`src/sld_pkg.sv`:
```
package sld_pkg;

  // fixed field widths
  localparam int DELTA_W   = 32;
  localparam int REG_W     = 32;
  localparam int DENSITY_W = 40;
  localparam int CFG_IDX_W = 3;
  localparam int PROD_W    = 64;

  // default parameter values
  localparam int TYPE_COUNT_DEF    = 2;
  localparam int FRACTION_BITS_DEF = 16;

  // kernel arithmetic
  localparam int GUARD_BITS = 23;
  localparam int X_W        = 63;
  localparam logic [REG_W-1:0] KERNEL_CONST = 32'd2242948560;
  localparam logic [DENSITY_W-1:0] DENSITY_MAX = {DENSITY_W{1'b1}};
  localparam logic [REG_W-1:0] REG_RESET_ONE = 32'h0001_0000;

  // configuration register indexes
  typedef enum logic [CFG_IDX_W-1:0] {
    CFG_CUT_AA = 3'd0,
    CFG_CUT_AB = 3'd1,
    CFG_CUT_BB = 3'd2,
    CFG_MASS_A = 3'd3,
    CFG_MASS_B = 3'd4
  } cfg_idx_t;

  // sequencer states
  typedef enum logic [4:0] {
    ST_IDLE,
    ST_SQX,
    ST_SQY,
    ST_SQZ,
    ST_HH,
    ST_CMP,
    ST_SQRT,
    ST_TGO,
    ST_TWAIT,
    ST_SGO,
    ST_SWAIT,
    ST_MT2,
    ST_MT3,
    ST_MP,
    ST_MK,
    ST_MM,
    ST_XLOAD,
    ST_XGO,
    ST_XWAIT,
    ST_ACC,
    ST_FIN
  } state_t;

endpackage

```
`src/sld_if.sv`:
```
interface sld_in_if;
  import sld_pkg::*;
  logic                      valid;
  logic                      ready;
  logic signed [DELTA_W-1:0] delta_x;
  logic signed [DELTA_W-1:0] delta_y;
  logic signed [DELTA_W-1:0] delta_z;
  logic                      center_type;
  logic                      neighbor_type;
  logic                      pair_valid;
  logic                      last_neighbor;
  modport source (output valid, delta_x, delta_y, delta_z, center_type, neighbor_type,
                  pair_valid, last_neighbor, input ready);
  modport sink (input valid, delta_x, delta_y, delta_z, center_type, neighbor_type,
                pair_valid, last_neighbor, output ready);
endinterface

interface sld_out_if;
  import sld_pkg::*;
  logic                 valid;
  logic                 ready;
  logic [DENSITY_W-1:0] density;
  logic                 density_saturated;
  modport source (output valid, density, density_saturated, input ready);
  modport sink (input valid, density, density_saturated, output ready);
endinterface

interface sld_cfg_if;
  import sld_pkg::*;
  logic                 valid;
  logic                 ready;
  logic [CFG_IDX_W-1:0] index;
  logic [REG_W-1:0]     data;
  modport source (output valid, index, data, input ready);
  modport sink (input valid, index, data, output ready);
endinterface

```
`src/sld_div.sv`:
```
module sld_div import sld_pkg::*; #(
  parameter int DW = 80
) (
  input  logic             clk,
  input  logic             rst_n,
  input  logic             start,
  input  logic [DW-1:0]    dividend,
  input  logic [REG_W-1:0] divisor,
  output logic             done,
  output logic [DW-1:0]    quot
);

  localparam int CNT_W = $clog2(DW);

  logic [DW-1:0]    quot_r, quot_nxt;
  logic [REG_W-1:0] rem_r, rem_nxt;
  logic [CNT_W-1:0] cnt_r, cnt_nxt;
  logic             busy_r, busy_nxt;
  logic             done_r, done_nxt;
  logic [REG_W:0]   rem_sh;
  logic [REG_W:0]   rem_diff;

  // one restoring step per cycle
  always_comb begin
    rem_sh   = {rem_r, quot_r[DW-1]};
    rem_diff = rem_sh - {1'b0, divisor};
    quot_nxt = quot_r;
    rem_nxt  = rem_r;
    cnt_nxt  = cnt_r;
    busy_nxt = busy_r;
    done_nxt = 1'b0;
    if (start) begin
      quot_nxt = dividend;
      rem_nxt  = '0;
      cnt_nxt  = '0;
      busy_nxt = 1'b1;
    end else if (busy_r) begin
      if (rem_sh >= {1'b0, divisor}) begin
        rem_nxt  = rem_diff[REG_W-1:0];
        quot_nxt = {quot_r[DW-2:0], 1'b1};
      end else begin
        rem_nxt  = rem_sh[REG_W-1:0];
        quot_nxt = {quot_r[DW-2:0], 1'b0};
      end
      cnt_nxt = cnt_r + 1'b1;
      if (cnt_r == CNT_W'(DW - 1)) begin
        busy_nxt = 1'b0;
        done_nxt = 1'b1;
      end
    end
  end

  // control state
  always_ff @(posedge clk) begin
    if (!rst_n) begin
      busy_r <= 1'b0;
      done_r <= 1'b0;
    end else begin
      busy_r <= busy_nxt;
      done_r <= done_nxt;
    end
  end

  // datapath
  always_ff @(posedge clk) begin
    quot_r <= quot_nxt;
    rem_r  <= rem_nxt;
    cnt_r  <= cnt_nxt;
  end

  assign done = done_r;
  assign quot = quot_r;

endmodule

```
`src/sld_sqrt.sv`:
```
module sld_sqrt import sld_pkg::*; (
  input  logic              clk,
  input  logic              rst_n,
  input  logic              start,
  input  logic [PROD_W-1:0] radicand,
  output logic              done,
  output logic [REG_W-1:0]  root
);

  localparam int CNT_W = $clog2(REG_W);

  logic [PROD_W-1:0] rad_r, rad_nxt;
  logic [REG_W+1:0]  rem_r, rem_nxt;
  logic [REG_W-1:0]  root_r, root_nxt;
  logic [CNT_W-1:0]  cnt_r, cnt_nxt;
  logic              busy_r, busy_nxt;
  logic              done_r, done_nxt;
  logic [REG_W+3:0]  rem_sh;
  logic [REG_W+3:0]  trial;
  logic [REG_W+3:0]  rem_diff;

  // one result bit per cycle, two radicand bits in
  always_comb begin
    rem_sh   = {rem_r, rad_r[PROD_W-1:PROD_W-2]};
    trial    = {2'b00, root_r, 2'b01};
    rem_diff = rem_sh - trial;
    rad_nxt  = rad_r;
    rem_nxt  = rem_r;
    root_nxt = root_r;
    cnt_nxt  = cnt_r;
    busy_nxt = busy_r;
    done_nxt = 1'b0;
    if (start) begin
      rad_nxt  = radicand;
      rem_nxt  = '0;
      root_nxt = '0;
      cnt_nxt  = '0;
      busy_nxt = 1'b1;
    end else if (busy_r) begin
      rad_nxt = {rad_r[PROD_W-3:0], 2'b00};
      if (rem_sh >= trial) begin
        rem_nxt  = rem_diff[REG_W+1:0];
        root_nxt = {root_r[REG_W-2:0], 1'b1};
      end else begin
        rem_nxt  = rem_sh[REG_W+1:0];
        root_nxt = {root_r[REG_W-2:0], 1'b0};
      end
      cnt_nxt = cnt_r + 1'b1;
      if (cnt_r == CNT_W'(REG_W - 1)) begin
        busy_nxt = 1'b0;
        done_nxt = 1'b1;
      end
    end
  end

  always_ff @(posedge clk) begin
    if (!rst_n) begin
      busy_r <= 1'b0;
      done_r <= 1'b0;
    end else begin
      busy_r <= busy_nxt;
      done_r <= done_nxt;
    end
  end

  always_ff @(posedge clk) begin
    rad_r  <= rad_nxt;
    rem_r  <= rem_nxt;
    root_r <= root_nxt;
    cnt_r  <= cnt_nxt;
  end

  assign done = done_r;
  assign root = root_r;

endmodule

```
`src/sph_lucy_density_sum_top.sv`:
```
// channel   | dir | handshake    | payload
// in_pair   | in  | valid/ready  | delta_x/y/z, center_type, neighbor_type, pair_valid,
//           |     |              | last_neighbor
// out_dens  | out | valid/ready  | density, density_saturated
// cfg_wr    | in  | valid/ready  | index, data (always ready)
//
// one request at a time: a pair outside the cutoff skips the arithmetic, while a pair inside
// runs the bit-serial divider five times per pair plus the 32-step square root
// the result sits in an output register, so the next pair is taken while it waits
// rst_n is synchronous; it restores the register defaults and clears the density sum
module sph_lucy_density_sum_top import sld_pkg::*; #(
  parameter int TYPE_COUNT    = TYPE_COUNT_DEF,
  parameter int FRACTION_BITS = FRACTION_BITS_DEF
) (
  input  logic  clk,
  input  logic  rst_n,
  sld_in_if.sink      in_pair,
  sld_out_if.source   out_dens,
  sld_cfg_if.sink     cfg_wr
);

  localparam int DW     = PROD_W + FRACTION_BITS;
  localparam int MSHIFT = 30 - GUARD_BITS;

  state_t state_r, state_nxt;

  logic [REG_W-1:0]     cut_aa_r, cut_ab_r, cut_bb_r, mass_a_r, mass_b_r;
  logic [REG_W-1:0]     ax_r, ay_r, az_r, h_r, m_r;
  logic [REG_W-1:0]     ax_nxt, ay_nxt, az_nxt, h_nxt, m_nxt;
  logic                 last_r, pv_r, last_nxt, pv_nxt;
  logic [PROD_W-1:0]    rsq_r, rsq_nxt;
  logic [PROD_W-1:0]    prod_r;
  logic [REG_W-1:0]     mul_a, mul_b;
  logic [REG_W-1:0]     r_r, r_nxt, t_r, t_nxt, s_r, s_nxt;
  logic [X_W-1:0]       x_r, x_nxt;
  logic [DENSITY_W-1:0] term_r, term_nxt;
  logic [DENSITY_W-1:0] acc_r, acc_nxt;
  logic                 sticky_r, sticky_nxt;
  logic [1:0]           xcnt_r, xcnt_nxt;
  logic                 ovalid_r, ovalid_nxt;
  logic [DENSITY_W-1:0] odens_r, odens_nxt;
  logic                 osat_r, osat_nxt;

  logic                 in_acc;
  logic                 ct, nt;
  logic [REG_W-1:0]     h_sel;
  logic                 div_start, sqrt_start, div_done, sqrt_done;
  logic [DW-1:0]        div_dividend, div_quot;
  logic [REG_W-1:0]     sqrt_root;
  logic [DENSITY_W:0]   acc_sum;
  logic                 atom_end;

  function automatic logic [REG_W-1:0] magnitude(input logic [REG_W-1:0] v);
    magnitude = v[REG_W-1] ? (~v + 1'b1) : v;
  endfunction

  assign in_acc        = in_pair.valid && in_pair.ready;
  assign in_pair.ready = (state_r == ST_IDLE);
  assign cfg_wr.ready  = 1'b1;

  // type decode and cutoff pick
  always_comb begin
    ct = (TYPE_COUNT > 1) ? in_pair.center_type : 1'b0;
    nt = (TYPE_COUNT > 1) ? in_pair.neighbor_type : 1'b0;
    if (ct != nt) begin
      h_sel = cut_ab_r;
    end else if (!ct) begin
      h_sel = cut_aa_r;
    end else begin
      h_sel = cut_bb_r;
    end
  end

  // configuration registers
  always_ff @(posedge clk) begin
    if (!rst_n) begin
      cut_aa_r <= REG_RESET_ONE;
      cut_ab_r <= REG_RESET_ONE;
      cut_bb_r <= REG_RESET_ONE;
      mass_a_r <= REG_RESET_ONE;
      mass_b_r <= REG_RESET_ONE;
    end else if (cfg_wr.valid) begin
      case (cfg_wr.index)
        CFG_CUT_AA: cut_aa_r <= cfg_wr.data;
        CFG_CUT_AB: cut_ab_r <= cfg_wr.data;
        CFG_CUT_BB: cut_bb_r <= cfg_wr.data;
        CFG_MASS_A: mass_a_r <= cfg_wr.data;
        CFG_MASS_B: mass_b_r <= cfg_wr.data;
        default: ;
      endcase
    end
  end

  // shared multiplier operand select
  always_comb begin
    case (state_r)
      ST_SQX:  begin mul_a = ax_r;                mul_b = ax_r;         end
      ST_SQY:  begin mul_a = ay_r;                mul_b = ay_r;         end
      ST_SQZ:  begin mul_a = az_r;                mul_b = az_r;         end
      ST_HH:   begin mul_a = h_r;                 mul_b = h_r;          end
      ST_MT2:  begin mul_a = t_r;                 mul_b = t_r;          end
      ST_MT3:  begin mul_a = prod_r[62:31];       mul_b = t_r;          end
      ST_MP:   begin mul_a = s_r;                 mul_b = prod_r[62:31]; end
      ST_MK:   begin mul_a = prod_r[61:30];       mul_b = KERNEL_CONST; end
      ST_MM:   begin mul_a = prod_r[62:31];       mul_b = m_r;          end
      default: begin mul_a = '0;                  mul_b = '0;           end
    endcase
  end

  // registered multiplier
  always_ff @(posedge clk) begin
    prod_r <= PROD_W'(mul_a) * PROD_W'(mul_b);
  end

  sld_sqrt u_sqrt (
    .clk      (clk),
    .rst_n    (rst_n),
    .start    (sqrt_start),
    .radicand (rsq_r),
    .done     (sqrt_done),
    .root     (sqrt_root)
  );

  sld_div #(.DW(DW)) u_div (
    .clk      (clk),
    .rst_n    (rst_n),
    .start    (div_start),
    .dividend (div_dividend),
    .divisor  (h_r),
    .done     (div_done),
    .quot     (div_quot)
  );

  // sequencer
  always_comb begin
    state_nxt    = state_r;
    ax_nxt       = ax_r;
    ay_nxt       = ay_r;
    az_nxt       = az_r;
    h_nxt        = h_r;
    m_nxt        = m_r;
    last_nxt     = last_r;
    pv_nxt       = pv_r;
    rsq_nxt      = rsq_r;
    r_nxt        = r_r;
    t_nxt        = t_r;
    s_nxt        = s_r;
    x_nxt        = x_r;
    term_nxt     = term_r;
    acc_nxt      = acc_r;
    sticky_nxt   = sticky_r;
    xcnt_nxt     = xcnt_r;
    ovalid_nxt   = ovalid_r && !out_dens.ready;
    odens_nxt    = odens_r;
    osat_nxt     = osat_r;
    sqrt_start   = 1'b0;
    div_start    = 1'b0;
    div_dividend = '0;
    acc_sum      = {1'b0, acc_r} + {1'b0, term_r};
    atom_end     = last_r || !pv_r;
    case (state_r)
      ST_IDLE: begin
        if (in_acc) begin
          ax_nxt    = magnitude(in_pair.delta_x);
          ay_nxt    = magnitude(in_pair.delta_y);
          az_nxt    = magnitude(in_pair.delta_z);
          h_nxt     = h_sel;
          m_nxt     = nt ? mass_b_r : mass_a_r;
          last_nxt  = in_pair.last_neighbor;
          pv_nxt    = in_pair.pair_valid;
          state_nxt = in_pair.pair_valid ? ST_SQX : ST_FIN;
        end
      end
      ST_SQX: state_nxt = ST_SQY;
      ST_SQY: begin
        rsq_nxt   = prod_r;
        state_nxt = ST_SQZ;
      end
      ST_SQZ: begin
        rsq_nxt   = rsq_r + prod_r;
        state_nxt = ST_HH;
      end
      ST_HH: begin
        rsq_nxt   = rsq_r + prod_r;
        state_nxt = ST_CMP;
      end
      ST_CMP: begin
        if ((h_r != '0) && (rsq_r < prod_r)) begin
          sqrt_start = 1'b1;
          state_nxt  = ST_SQRT;
        end else begin
          state_nxt = ST_FIN;
        end
      end
      ST_SQRT: begin
        if (sqrt_done) begin
          r_nxt     = sqrt_root;
          state_nxt = ST_TGO;
        end
      end
      // t = (h - r) * 2^31 / h
      ST_TGO: begin
        div_start    = 1'b1;
        div_dividend = DW'({(h_r - r_r), 31'd0});
        state_nxt    = ST_TWAIT;
      end
      ST_TWAIT: begin
        if (div_done) begin
          t_nxt     = div_quot[REG_W-1:0];
          state_nxt = ST_SGO;
        end
      end
      // s = (h + 3r) * 2^30 / h
      ST_SGO: begin
        div_start    = 1'b1;
        div_dividend = DW'({(34'(h_r) + 34'(r_r) + {1'b0, r_r, 1'b0}), 30'd0});
        state_nxt    = ST_SWAIT;
      end
      ST_SWAIT: begin
        if (div_done) begin
          s_nxt     = div_quot[REG_W-1:0];
          state_nxt = ST_MT2;
        end
      end
      ST_MT2: state_nxt = ST_MT3;
      ST_MT3: state_nxt = ST_MP;
      ST_MP:  state_nxt = ST_MK;
      ST_MK:  state_nxt = ST_MM;
      ST_MM:  state_nxt = ST_XLOAD;
      ST_XLOAD: begin
        x_nxt     = X_W'(prod_r[PROD_W-1:MSHIFT]);
        xcnt_nxt  = '0;
        state_nxt = ST_XGO;
      end
      // three scalings by 2^F / h
      ST_XGO: begin
        div_start    = 1'b1;
        div_dividend = DW'({x_r, {FRACTION_BITS{1'b0}}});
        state_nxt    = ST_XWAIT;
      end
      ST_XWAIT: begin
        if (div_done) begin
          if (div_quot[DW-1:X_W] != '0) begin
            term_nxt   = DENSITY_MAX;
            sticky_nxt = 1'b1;
            state_nxt  = ST_ACC;
          end else begin
            x_nxt = div_quot[X_W-1:0];
            if (xcnt_r == 2'd2) begin
              term_nxt  = div_quot[X_W-1:GUARD_BITS];
              state_nxt = ST_ACC;
            end else begin
              xcnt_nxt  = xcnt_r + 1'b1;
              state_nxt = ST_XGO;
            end
          end
        end
      end
      ST_ACC: begin
        if (acc_sum[DENSITY_W]) begin
          acc_nxt    = DENSITY_MAX;
          sticky_nxt = 1'b1;
        end else begin
          acc_nxt = acc_sum[DENSITY_W-1:0];
        end
        state_nxt = ST_FIN;
      end
      ST_FIN: begin
        if (!atom_end) begin
          state_nxt = ST_IDLE;
        end else if (!ovalid_r || out_dens.ready) begin
          ovalid_nxt = 1'b1;
          odens_nxt  = acc_r;
          osat_nxt   = sticky_r;
          acc_nxt    = '0;
          sticky_nxt = 1'b0;
          state_nxt  = ST_IDLE;
        end
      end
      default: state_nxt = ST_IDLE;
    endcase
  end

  // control registers
  always_ff @(posedge clk) begin
    if (!rst_n) begin
      state_r  <= ST_IDLE;
      acc_r    <= '0;
      sticky_r <= 1'b0;
      ovalid_r <= 1'b0;
    end else begin
      state_r  <= state_nxt;
      acc_r    <= acc_nxt;
      sticky_r <= sticky_nxt;
      ovalid_r <= ovalid_nxt;
    end
  end

  // datapath registers
  always_ff @(posedge clk) begin
    ax_r   <= ax_nxt;
    ay_r   <= ay_nxt;
    az_r   <= az_nxt;
    h_r    <= h_nxt;
    m_r    <= m_nxt;
    last_r <= last_nxt;
    pv_r   <= pv_nxt;
    rsq_r  <= rsq_nxt;
    r_r    <= r_nxt;
    t_r    <= t_nxt;
    s_r    <= s_nxt;
    x_r    <= x_nxt;
    term_r <= term_nxt;
    xcnt_r <= xcnt_nxt;
    odens_r <= odens_nxt;
    osat_r  <= osat_nxt;
  end

  assign out_dens.valid             = ovalid_r;
  assign out_dens.density           = odens_r;
  assign out_dens.density_saturated = osat_r;

endmodule

```
`src/flat_wrapper.sv`:
```
// flat-port wrapper written by rule: the top's interface ports become plain ports
module sph_lucy_density_sum_top_flat import sld_pkg::*;
#(
  parameter int TYPE_COUNT    = TYPE_COUNT_DEF,
  parameter int FRACTION_BITS = FRACTION_BITS_DEF
)
  (clk, rst_n, in_pair_valid, in_pair_delta_x, in_pair_delta_y, in_pair_delta_z, in_pair_center_type, in_pair_neighbor_type, in_pair_pair_valid, in_pair_last_neighbor, in_pair_ready, out_dens_valid, out_dens_density, out_dens_density_saturated, out_dens_ready, cfg_wr_valid, cfg_wr_index, cfg_wr_data, cfg_wr_ready);
  sld_in_if in_pair_i ();
  sld_out_if out_dens_i ();
  sld_cfg_if cfg_wr_i ();
  input  logic clk;
  input  logic rst_n;
  input wire logic [$bits(in_pair_i.valid)-1:0] in_pair_valid;
  input wire logic [$bits(in_pair_i.delta_x)-1:0] in_pair_delta_x;
  input wire logic [$bits(in_pair_i.delta_y)-1:0] in_pair_delta_y;
  input wire logic [$bits(in_pair_i.delta_z)-1:0] in_pair_delta_z;
  input wire logic [$bits(in_pair_i.center_type)-1:0] in_pair_center_type;
  input wire logic [$bits(in_pair_i.neighbor_type)-1:0] in_pair_neighbor_type;
  input wire logic [$bits(in_pair_i.pair_valid)-1:0] in_pair_pair_valid;
  input wire logic [$bits(in_pair_i.last_neighbor)-1:0] in_pair_last_neighbor;
  output wire logic [$bits(in_pair_i.ready)-1:0] in_pair_ready;
  output wire logic [$bits(out_dens_i.valid)-1:0] out_dens_valid;
  output wire logic [$bits(out_dens_i.density)-1:0] out_dens_density;
  output wire logic [$bits(out_dens_i.density_saturated)-1:0] out_dens_density_saturated;
  input wire logic [$bits(out_dens_i.ready)-1:0] out_dens_ready;
  input wire logic [$bits(cfg_wr_i.valid)-1:0] cfg_wr_valid;
  input wire logic [$bits(cfg_wr_i.index)-1:0] cfg_wr_index;
  input wire logic [$bits(cfg_wr_i.data)-1:0] cfg_wr_data;
  output wire logic [$bits(cfg_wr_i.ready)-1:0] cfg_wr_ready;
  assign in_pair_i.valid = in_pair_valid;
  assign in_pair_i.delta_x = in_pair_delta_x;
  assign in_pair_i.delta_y = in_pair_delta_y;
  assign in_pair_i.delta_z = in_pair_delta_z;
  assign in_pair_i.center_type = in_pair_center_type;
  assign in_pair_i.neighbor_type = in_pair_neighbor_type;
  assign in_pair_i.pair_valid = in_pair_pair_valid;
  assign in_pair_i.last_neighbor = in_pair_last_neighbor;
  assign in_pair_ready = in_pair_i.ready;
  assign out_dens_valid = out_dens_i.valid;
  assign out_dens_density = out_dens_i.density;
  assign out_dens_density_saturated = out_dens_i.density_saturated;
  assign out_dens_i.ready = out_dens_ready;
  assign cfg_wr_i.valid = cfg_wr_valid;
  assign cfg_wr_i.index = cfg_wr_index;
  assign cfg_wr_i.data = cfg_wr_data;
  assign cfg_wr_ready = cfg_wr_i.ready;
  sph_lucy_density_sum_top #(.TYPE_COUNT(TYPE_COUNT), .FRACTION_BITS(FRACTION_BITS)) u_core (.clk(clk), .rst_n(rst_n), .in_pair(in_pair_i), .out_dens(out_dens_i), .cfg_wr(cfg_wr_i));
endmodule
```
`config.mk`:
```
export PLATFORM = sky130hd
export DESIGN_NAME = sph_lucy_density_sum_top_flat
export DESIGN_NICKNAME = d
export VERILOG_FILES = /design/src/sld_pkg.sv /design/src/sld_if.sv /design/src/sld_div.sv /design/src/sld_sqrt.sv /design/src/sph_lucy_density_sum_top.sv /design/src/flat_wrapper.sv
export SDC_FILE = /design/constraint.sdc
export NUM_CORES = 2
export LEC_CHECK = 0
export BUFFER_PORTS_ARGS = -buffer_cell sky130_fd_sc_hd__buf_2
export CORE_MARGIN = 2
export CORE_UTILIZATION = 52
export DETAILED_ROUTE_END_ITERATION = 7
export PLACE_DENSITY = 0.76
export SYNTH_ARGS = -nofsm -noshare
export SYNTH_HDL_FRONTEND = slang
export SYNTH_HIERARCHICAL = 1
export SYNTH_SLANG_ARGS = --single-unit
```
`constraint.sdc`:
```
create_clock -name clk -period 12.5 [get_ports clk]
set_input_delay 1.875 -clock clk [delete_from_list [all_inputs] [get_ports clk]]
set_output_delay 1.875 -clock clk [all_outputs]
set_load 0.05 [all_outputs]
```
**After elaboration in Yosys (flattened, before gate mapping)**

Index checks and enable logic that the tools add are counted.

- Bits in registers: 997
- Bits in latches: 0
- Bits in writable memories: 0
- ROM bits: 0
- Output and inout bits: 44
- Memories: 0

- Add/subtract/negate cells: 13
- $mul: 1
- Divide/modulo/power cells: 0
- Order comparisons: 3
- Eq/ne operators: 40
- Shift-type cells: 0
- Mux-type cells: 62
- Bitwise logic cells: 6
- Reductions and logical operators: 41

Operator list:

| cell | count |
|---|---|
| one-hot mux 32 bit (8 select lines) | 2 |
| one-hot mux 79 bit (3 select lines) | 1 |
| 2-to-1 mux 40 bit | 4 |
| 2-to-1 mux 80 bit | 2 |
| 2-to-1 mux 32 bit | 4 |
| 2-to-1 mux 64 bit | 2 |
| one-hot mux 64 bit (2 select lines) | 1 |
| 2-to-1 mux 63 bit | 2 |
| one-hot mux 63 bit (2 select lines) | 1 |
| one-hot mux 5 bit (21 select lines) | 1 |
| adder 32 x 1 -> 32 bit, second input constant | 3 |
| NOT 32 bit | 3 |
| 2-to-1 mux 31 bit | 3 |
| one-hot mux 40 bit (2 select lines) | 1 |
| adder 64 bit | 1 |
| less-than comparator 64 bit | 1 |
| multiplier 32 x 32 -> 64 bit | 1 |
| subtractor 32 bit | 2 |
| 2-to-1 mux 5 bit | 10 |
| adder 40 x 40 -> 41 bit | 1 |
| equality test 5 x 4 -> 1 bit, second input constant | 8 |
| >= comparator 36 x 34 -> 1 bit | 1 |
| adder 34 x 33 -> 34 bit | 1 |
| 2-to-1 mux 34 bit | 1 |
| other kinds (39) | 109 |

**Logic depth before layout (Yosys ltp)**

- Word-level depth: 5
- Depth in mapped cells: 41
- Mapped depth without buffers: 35

**By module**

Netlist, hierarchy kept.

By module, submodules not included:

| module | times used | cells an instance | area an instance (µm²) |
|---|---|---|---|
| sph_lucy_density_sum_top | 1 | 7893 | 73284.0 |
| sld_sqrt | 1 | 789 | 7775.0 |
| sld_div | 1 | 668 | 7055.5 |

**Least setup slack after synthesis**

OpenSTA, ideal clock, no wires.

- Path kind: reg2reg
- Start point: register u_core.state_r[3]
- End point: register u_core.prod_r[61]
- Setup time: 119 ps
- Arrival time: 9256 ps
- Setup slack: 3124 ps
- Stages on the path, launching flop included: 38
- Period minus slack after synthesis: 9376 ps
- Cells stage by stage: dfxtp_1 -> clkbuf_1 -> nor2b_1 -> nor2b_1 -> and2_1 -> clkbuf_1 -> clkbuf_1 -> a22oi_1 -> nand2_1 -> a211oi_1 -> clkbuf_1 -> nor2_1 -> fa_1 -> fa_1 -> fa_1 -> inv_1 -> fa_1 -> inv_1 -> [... 2 more ...] -> fa_1 -> inv_1 -> fa_1 -> inv_1 -> fa_1 -> inv_1 -> ha_1 -> clkbuf_1 -> nand3_1 -> o21a_1 -> o32ai_1 -> o211a_1 -> o21bai_1 -> o31a_1 -> o21ai_0 -> a21o_1 -> a21oi_1 -> xnor2_1

- Longest elaborated chain between the ends: 4
- Elaborated cells between the ends (all ways): 14
- Those cells by class: 1 x mul; 9 x eq/ne; 2 x mux; 2 x reduce/logical

RTL lines:

| element | line | text |
|---|---|---|
| start, declared | sph_lucy_density_sum_top.sv:25 | `state_t state_r, state_nxt;` |
| start signal, assigned | sph_lucy_density_sum_top.sv:292 | `state_r <= state_nxt;` |
| equality test 5 x 4 -> 1 bit | sph_lucy_density_sum_top.sv:96 | `case (state_r)` |
| OR reduction 2 bit (no line) | - |  |
| one-hot mux 32 bit (8 select lines) | sph_lucy_density_sum_top.sv:96 |  |
| multiplier 32 x 32 -> 64 bit (*) | sph_lucy_density_sum_top.sv:112 | `prod_r <= PROD_W'(mul_a) * PROD_W'(mul_b);` |
| end signal, assigned | sph_lucy_density_sum_top.sv:112 |  |
| end, declared | sph_lucy_density_sum_top.sv:32 | `logic [PROD_W-1:0] prod_r;` |

Every way passes the cells marked *; elsewhere a longest branch is shown, timed or not.
A chain may end at the register's enable or synchronous reset.

**Final worst setup path**

- Start point: register u_core.state_r[0]
- End point: register u_core.prod_r[61]

The elaborated chain is that of the path after synthesis.

==> impl_results.html <==
<table>
<tr><th>Metric</th><th>Value</th></tr>
<tr><th colspan="2">Run status</th></tr>
<tr><td>Status</td><td>finished with violations</td></tr>
<tr><td>Violated checks</td><td>design-rule violations</td></tr>
<tr><th colspan="2">Timing</th></tr>
<tr><td>Post-layout min period</td><td>11.56 ns</td></tr>
<tr><td>Least-Margin Pin Slew</td><td>1.458 ns</td></tr>
<tr><td>Least setup slack across all paths after layout</td><td>0.9360 ns</td></tr>
<tr><td>Total negative slack for setup checks</td><td>0 ns</td></tr>
<tr><td>Max-slew violation count</td><td>0</td></tr>
<tr><td>Final Hold Viols</td><td>0</td></tr>
<tr><td>Final number of setup-violating endpoints</td><td>0</td></tr>
<tr><td>Minimum hold slack</td><td>0.4469 ns</td></tr>
<tr><td>Worst rel slew slack</td><td>0.02626</td></tr>
<tr><td>Fin crit share</td><td>0.9251</td></tr>
<tr><td>Unrepaired setup endpoints after global routing</td><td>no</td></tr>
<tr><td>FMAX</td><td>0.08648 GHz</td></tr>
<tr><td>Worst clock skew</td><td>0.06784 ns</td></tr>
<tr><th colspan="2">Critical path</th></tr>
<tr><td>Critical Path Sink Type</td><td>flop</td></tr>
<tr><td>Crit-path most repeated cell</td><td>fa_1</td></tr>
<tr><td>Worst Setup Path Type</td><td>flop to flop</td></tr>
<tr><td>Startpoint of the worst-slack reg-to-reg timing path</td><td>u_core/state_r[0]$_SDFFE_PN0P_</td></tr>
<tr><td>Maximum cell stage delay along the critical path</td><td>0.92 ns</td></tr>
<tr><td>Worst endpoint data arrival time</td><td>12.23 ns</td></tr>
<tr><td>Slowest library cell on the worst path</td><td>a211o_1</td></tr>
<tr><td>Reg2reg path depth</td><td>31</td></tr>
<tr><td>Worst Path Required</td><td>13.17 ns</td></tr>
<tr><td>RR Endpoint</td><td>u_core/prod_r[61]$_DFF_P_</td></tr>
<tr><td>Largest fanout on the critical path</td><td>43</td></tr>
<tr><td>Count of buffer and inverter cells on the critical path</td><td>6</td></tr>
<tr><td>Internal reg-to-reg setup slack</td><td>0.94 ns</td></tr>
<tr><td>Kind of start point of the critical path</td><td>flop</td></tr>
<tr><td>Worst path top cell family by delay</td><td>adder cells</td></tr>
<tr><th colspan="2">Pwr</th></tr>
<tr><td>Clock share of power</td><td>0.115</td></tr>
<tr><td>PD cells</td><td>298.3 mW/mm²</td></tr>
<tr><td>Worst IR drop on VDD</td><td>337.7 µV</td></tr>
<tr><td>Switching power</td><td>15.20 mW</td></tr>
<tr><td>Combinational share of power</td><td>0.691</td></tr>
<tr><td>Switching share of power</td><td>0.5353</td></tr>
<tr><td>Internal portion of total power</td><td>13.20 mW</td></tr>
<tr><td>Sum of internal, switching and leakage power</td><td>28.40 mW</td></tr>
<tr><td>Sequential share of power</td><td>0.194</td></tr>
<tr><td>Leakage</td><td>40.93 nW</td></tr>
<tr><th colspan="2">Global routing</th></tr>
<tr><td>Tot GR Track Use</td><td>0.3443</td></tr>
<tr><td>Met2 GRT Util</td><td>0.5201</td></tr>
<tr><td>Met3 track demand over resource in global routing</td><td>0.09442</td></tr>
<tr><td>First-pass GRT wire length</td><td>446300 µm</td></tr>
<tr><td>Maximum number of pins on one net before global-route repair</td><td>103</td></tr>
<tr><td>Number of global-route vias before repair</td><td>71640</td></tr>
<tr><td>Grt met1 use</td><td>0.4400</td></tr>
<tr><td>Initial antenna violation count</td><td>45</td></tr>
<tr><td>Layer carrying the most global-route usage</td><td>met2</td></tr>
<tr><td>GRT overflow</td><td>0</td></tr>
<tr><th colspan="2">CTS</th></tr>
<tr><td>Count of buffers added by post-CTS timing repair for setup</td><td>0</td></tr>
<tr><td>Number of buffers created by CTS</td><td>106</td></tr>
<tr><td>TritonCTS clock tree</td><td>yes</td></tr>
<tr><td>Clk Latency, worst-skew pair</td><td>0.80 ns</td></tr>
<tr><td>Sink Count</td><td>997</td></tr>
<tr><td>H-tree depth</td><td>3</td></tr>
<tr><td>Clock-pin slew on the worst setup and hold paths</td><td>0.06 ns</td></tr>
<tr><td>Clock tree root buffer cell</td><td>clkbuf_16</td></tr>
<tr><td>Maximum root-to-sink buffer count</td><td>3</td></tr>
<tr><td>Number of hold buffers added after cts</td><td>0</td></tr>
<tr><td>Resize count post-CTS</td><td>0</td></tr>
<tr><th colspan="2">Drt</th></tr>
<tr><td>Router iterations before antenna repair</td><td>8</td></tr>
<tr><td>Via density</td><td>6.195</td></tr>
<tr><td>Iteration-0 DRC Markers</td><td>8616</td></tr>
<tr><td>DRC violations left</td><td>1</td></tr>
<tr><td>DR vias</td><td>72240</td></tr>
<tr><td>Post-detailed-route wirelength per cell</td><td>25.82 µm</td></tr>
<tr><td>Routed Antenna Nets</td><td>0</td></tr>
<tr><td>Total length of routed wires</td><td>301100 µm</td></tr>
<tr><th colspan="2">Synth</th></tr>
<tr><td>Number of instances in the synthesized netlist</td><td>9350</td></tr>
<tr><td>Fraction of the yosys area taken by sequential cells</td><td>0.2960</td></tr>
<tr><td>Top flip-flop cell by instance count after synthesis</td><td>edfxtp_1</td></tr>
<tr><td>Combined area of all synthesized cells</td><td>0.08811 mm²</td></tr>
<tr><td>Synth async-reset ratio</td><td>0</td></tr>
<tr><td>Yosys cell types</td><td>99</td></tr>
<tr><td>Number of synthesized register bits</td><td>997</td></tr>
<tr><td>Syn_area_per_cell</td><td>9.424 µm²</td></tr>
<tr><td>Count of flip-flops with a built-in enable after synthesis</td><td>612</td></tr>
<tr><td>Number of warning messages in the yosys log</td><td>6</td></tr>
<tr><th colspan="2">Placement</th></tr>
<tr><td>Half-perimeter wire length after detailed placement</td><td>231000 µm</td></tr>
<tr><td>Final weighted congestion of routability-driven global placement</td><td>1.035</td></tr>
<tr><td>Port buffer count</td><td>182</td></tr>
<tr><td>Placed cell count</td><td>11450</td></tr>
<tr><td>Pre-CTS WS</td><td>1.273 ns</td></tr>
<tr><th colspan="2">Min path</th></tr>
<tr><td>Worst Hold Launch</td><td>u_core/sticky_r$_SDFFE_PN0P_</td></tr>
<tr><td>Type of the most critical hold path</td><td>flop to flop</td></tr>
<tr><td>Hold Path End</td><td>u_core/out_dens.density_saturated$_DFFE_PP_</td></tr>
<tr><td>Worst Hold Depth</td><td>0</td></tr>
<tr><th colspan="2">Cells and area</th></tr>
<tr><td>Fillcell total</td><td>14770</td></tr>
<tr><td>Layout cells sized above 1</td><td>0.09267</td></tr>
<tr><td>Number of nets in the layout</td><td>10980</td></tr>
<tr><td>Non-filler instance count after layout</td><td>11660</td></tr>
<tr><td>Most frequent standard cell in the layout excluding fill and tap cells</td><td>inv_1</td></tr>
<tr><td>Commonest cells after routing, fill and taps aside</td><td>inv_1, nand2_1, fa_1</td></tr>
<tr><td>Area grow syn2layout</td><td>8.041%</td></tr>
<tr><th colspan="2">Die</th></tr>
<tr><td>Number of top-level design ports</td><td>184</td></tr>
<tr><td>Die H</td><td>415.6 µm</td></tr>
<tr><td>Die outline area</td><td>0.1728 mm²</td></tr>
<tr><td>Placement Rows</td><td>151</td></tr>
<tr><td>Die width</td><td>415.6 µm</td></tr>
<tr><td>Core area</td><td>0.1689 mm²</td></tr>
<tr><td>Starting density of the core</td><td>0.5217</td></tr>
<tr><th colspan="2">Job</th></tr>
<tr><td>Max-capacitance violation count</td><td>0</td></tr>
</table>
[worst max path at each step]
stage	from	end	slack, ns	depth (start not counted)
6_report	u_core/state_r[0]$_SDFFE_PN0P_	u_core/prod_r[61]$_DFF_P_	0.94	31
5_1_grt	u_core/state_r[0]$_SDFFE_PN0P_	u_core/prod_r[61]$_DFF_P_	0.50	31
4_1_cts	u_core/state_r[0]$_SDFFE_PN0P_	u_core/prod_r[61]$_DFF_P_	1.26	31
3_5_place_dp	u_core/state_r[0]$_SDFFE_PN0P_	u_core/prod_r[61]$_DFF_P_	1.27	31
3_3_place_gp	u_core/state_r[0]$_SDFFE_PN0P_	u_core/prod_r[61]$_DFF_P_	1.39	31
2_1_floorplan	u_core/state_r[3]$_SDFFE_PN0P_	u_core/prod_r[61]$_DFF_P_	3.12	37
[registers in the layout, indices dropped and copies added (netlist names), 40 cells and up]
name                     flops
u_core/x_r                  63
u_core/prod_r               64
u_core/out_dens.density     40
u_core/acc_r                40
u_core/u_div/quot           80
u_core/u_sqrt/rad_r         64
u_core/term_r               40
u_core/rsq_r                64
[Yosys cell counts, types with 12 or more instances]
| cell type | number | share of area |
|---|---|---|
| a211o_1 | 39 | 0.0039 |
| a211oi_1 | 87 | 0.0074 |
| a21boi_0 | 15 | 0.0013 |
| a21o_1 | 129 | 0.011 |
| a21oi_1 | 545 | 0.031 |
| a221o_1 | 18 | 0.0020 |
| a221oi_1 | 42 | 0.0042 |
| a22o_1 | 50 | 0.0050 |
| a22oi_1 | 86 | 0.0073 |
| a311oi_1 | 40 | 0.0040 |
| a311oi_2 | 13 | 0.0022 |
| a31oi_1 | 37 | 0.0026 |
| and2_1 | 33 | 0.0023 |
| and3_1 | 81 | 0.0058 |
| buf_1 | 16 | 0.00068 |
| clkbuf_1 | 441 | 0.019 |
| dfxtp_1 | 385 | 0.087 |
| edfxtp_1 | 612 | 0.21 |
| fa_1 | 932 | 0.21 |
| ha_1 | 567 | 0.081 |
| inv_1 | 1224 | 0.052 |
| mux2_2 | 233 | 0.030 |
| mux2i_1 | 47 | 0.0053 |
| nand2_1 | 1173 | 0.050 |
| nand2b_1 | 88 | 0.0062 |
| nand3_1 | 94 | 0.0053 |
| nand4_1 | 55 | 0.0039 |
| nor2_1 | 937 | 0.040 |
| nor2b_1 | 83 | 0.0059 |
| nor3_1 | 89 | 0.0051 |
| nor4_1 | 41 | 0.0029 |
| o2111ai_1 | 12 | 0.0012 |
| o211ai_1 | 25 | 0.0021 |
| o21a_1 | 34 | 0.0029 |
| o21ai_0 | 242 | 0.014 |
| o21bai_1 | 76 | 0.0065 |
| o221ai_1 | 13 | 0.0013 |
| o22ai_1 | 42 | 0.0030 |
| o31ai_1 | 47 | 0.0040 |
| o41ai_1 | 18 | 0.0018 |
| or2_2 | 25 | 0.0018 |
| or3_1 | 32 | 0.0023 |
| or4_1 | 16 | 0.0014 |
| xnor2_1 | 261 | 0.026 |
| xor2_1 | 93 | 0.0092 |
[power groups by stage]
| stage | clock, mW | sequential, mW | combinational (mW) |
|---|---|---|---|
| final | 3.27 | 5.50 | 19.6 |
| after global routing | 3.43 | 5.50 | 21.2 |
| after CTS | 3.31 | 5.41 | 19.2 |
| after detailed placement | 0 | 5.47 | 19.0 |
| after global placement | 0 | 5.46 | 18.7 |
| after floorplan | 0 | 4.94 | 13.0 |
[final cells by class]
cell class | instances | area [µm²] | share of cell area
antenna | 12 | 30.03 | 0.0003154
sequential | 997 | 26090 | 0.2741
timing repair buffer | 337 | 2074 | 0.02179
inverter | 1226 | 4607 | 0.04839
clock inverter | 63 | 728.2 | 0.007649
multi-input combinational | 6670 | 56010 | 0.5883
clock buffer | 138 | 2885 | 0.03031
tap | 2218 | 2775 | 0.02915
[per-stage QoR]
stage	cell area, µm²	util
2_1_floorplan	88170	-
3_3_place_gp	91560	0.5421
3_5_place_dp	91560	0.5421
4_1_cts	95170	0.5635
5_1_grt	95190	0.5635
6_report	95200	0.5636
[logic make-up (layout without fill, tap and decap cells)]
logic type | after synthesis | in the layout | share of synthesized area
simple gates | 2802 | 2802 | 0.1381
compound gates | 1716 | 1716 | 0.1300
flops | 997 | 997 | 0.2960
fa+ha+maj | 1499 | 1499 | 0.2923
other cells | 2 | 30 | 0.00008523
mux | 281 | 281 | 0.03524
buf+inv | 1699 | 1764 | 0.07303
xor+xnor | 354 | 354 | 0.03519
[metal layers]
layer | up-vias | part of all wire
met5 | - | 0.00091
met4 | 42 | 0.074
met3 | 1041 | 0.12
met2 | 4112 | 0.44
met1 | 35820 | 0.37
li1 | 31220 | -
[worst reg2reg max path, delay by kind of cell (launching register included)]
kind	cells	cell delay [ns]
AOI/OAI and AO/OA	9	3.28
xor gates and xnor gates	1	0.13
adders and majority gates	9	4.46
buffers and inverters	6	0.71
DFF	1	0.80
and+or+nand+nor	6	2.10
Note: power is estimated with default switching activity, not from simulation.
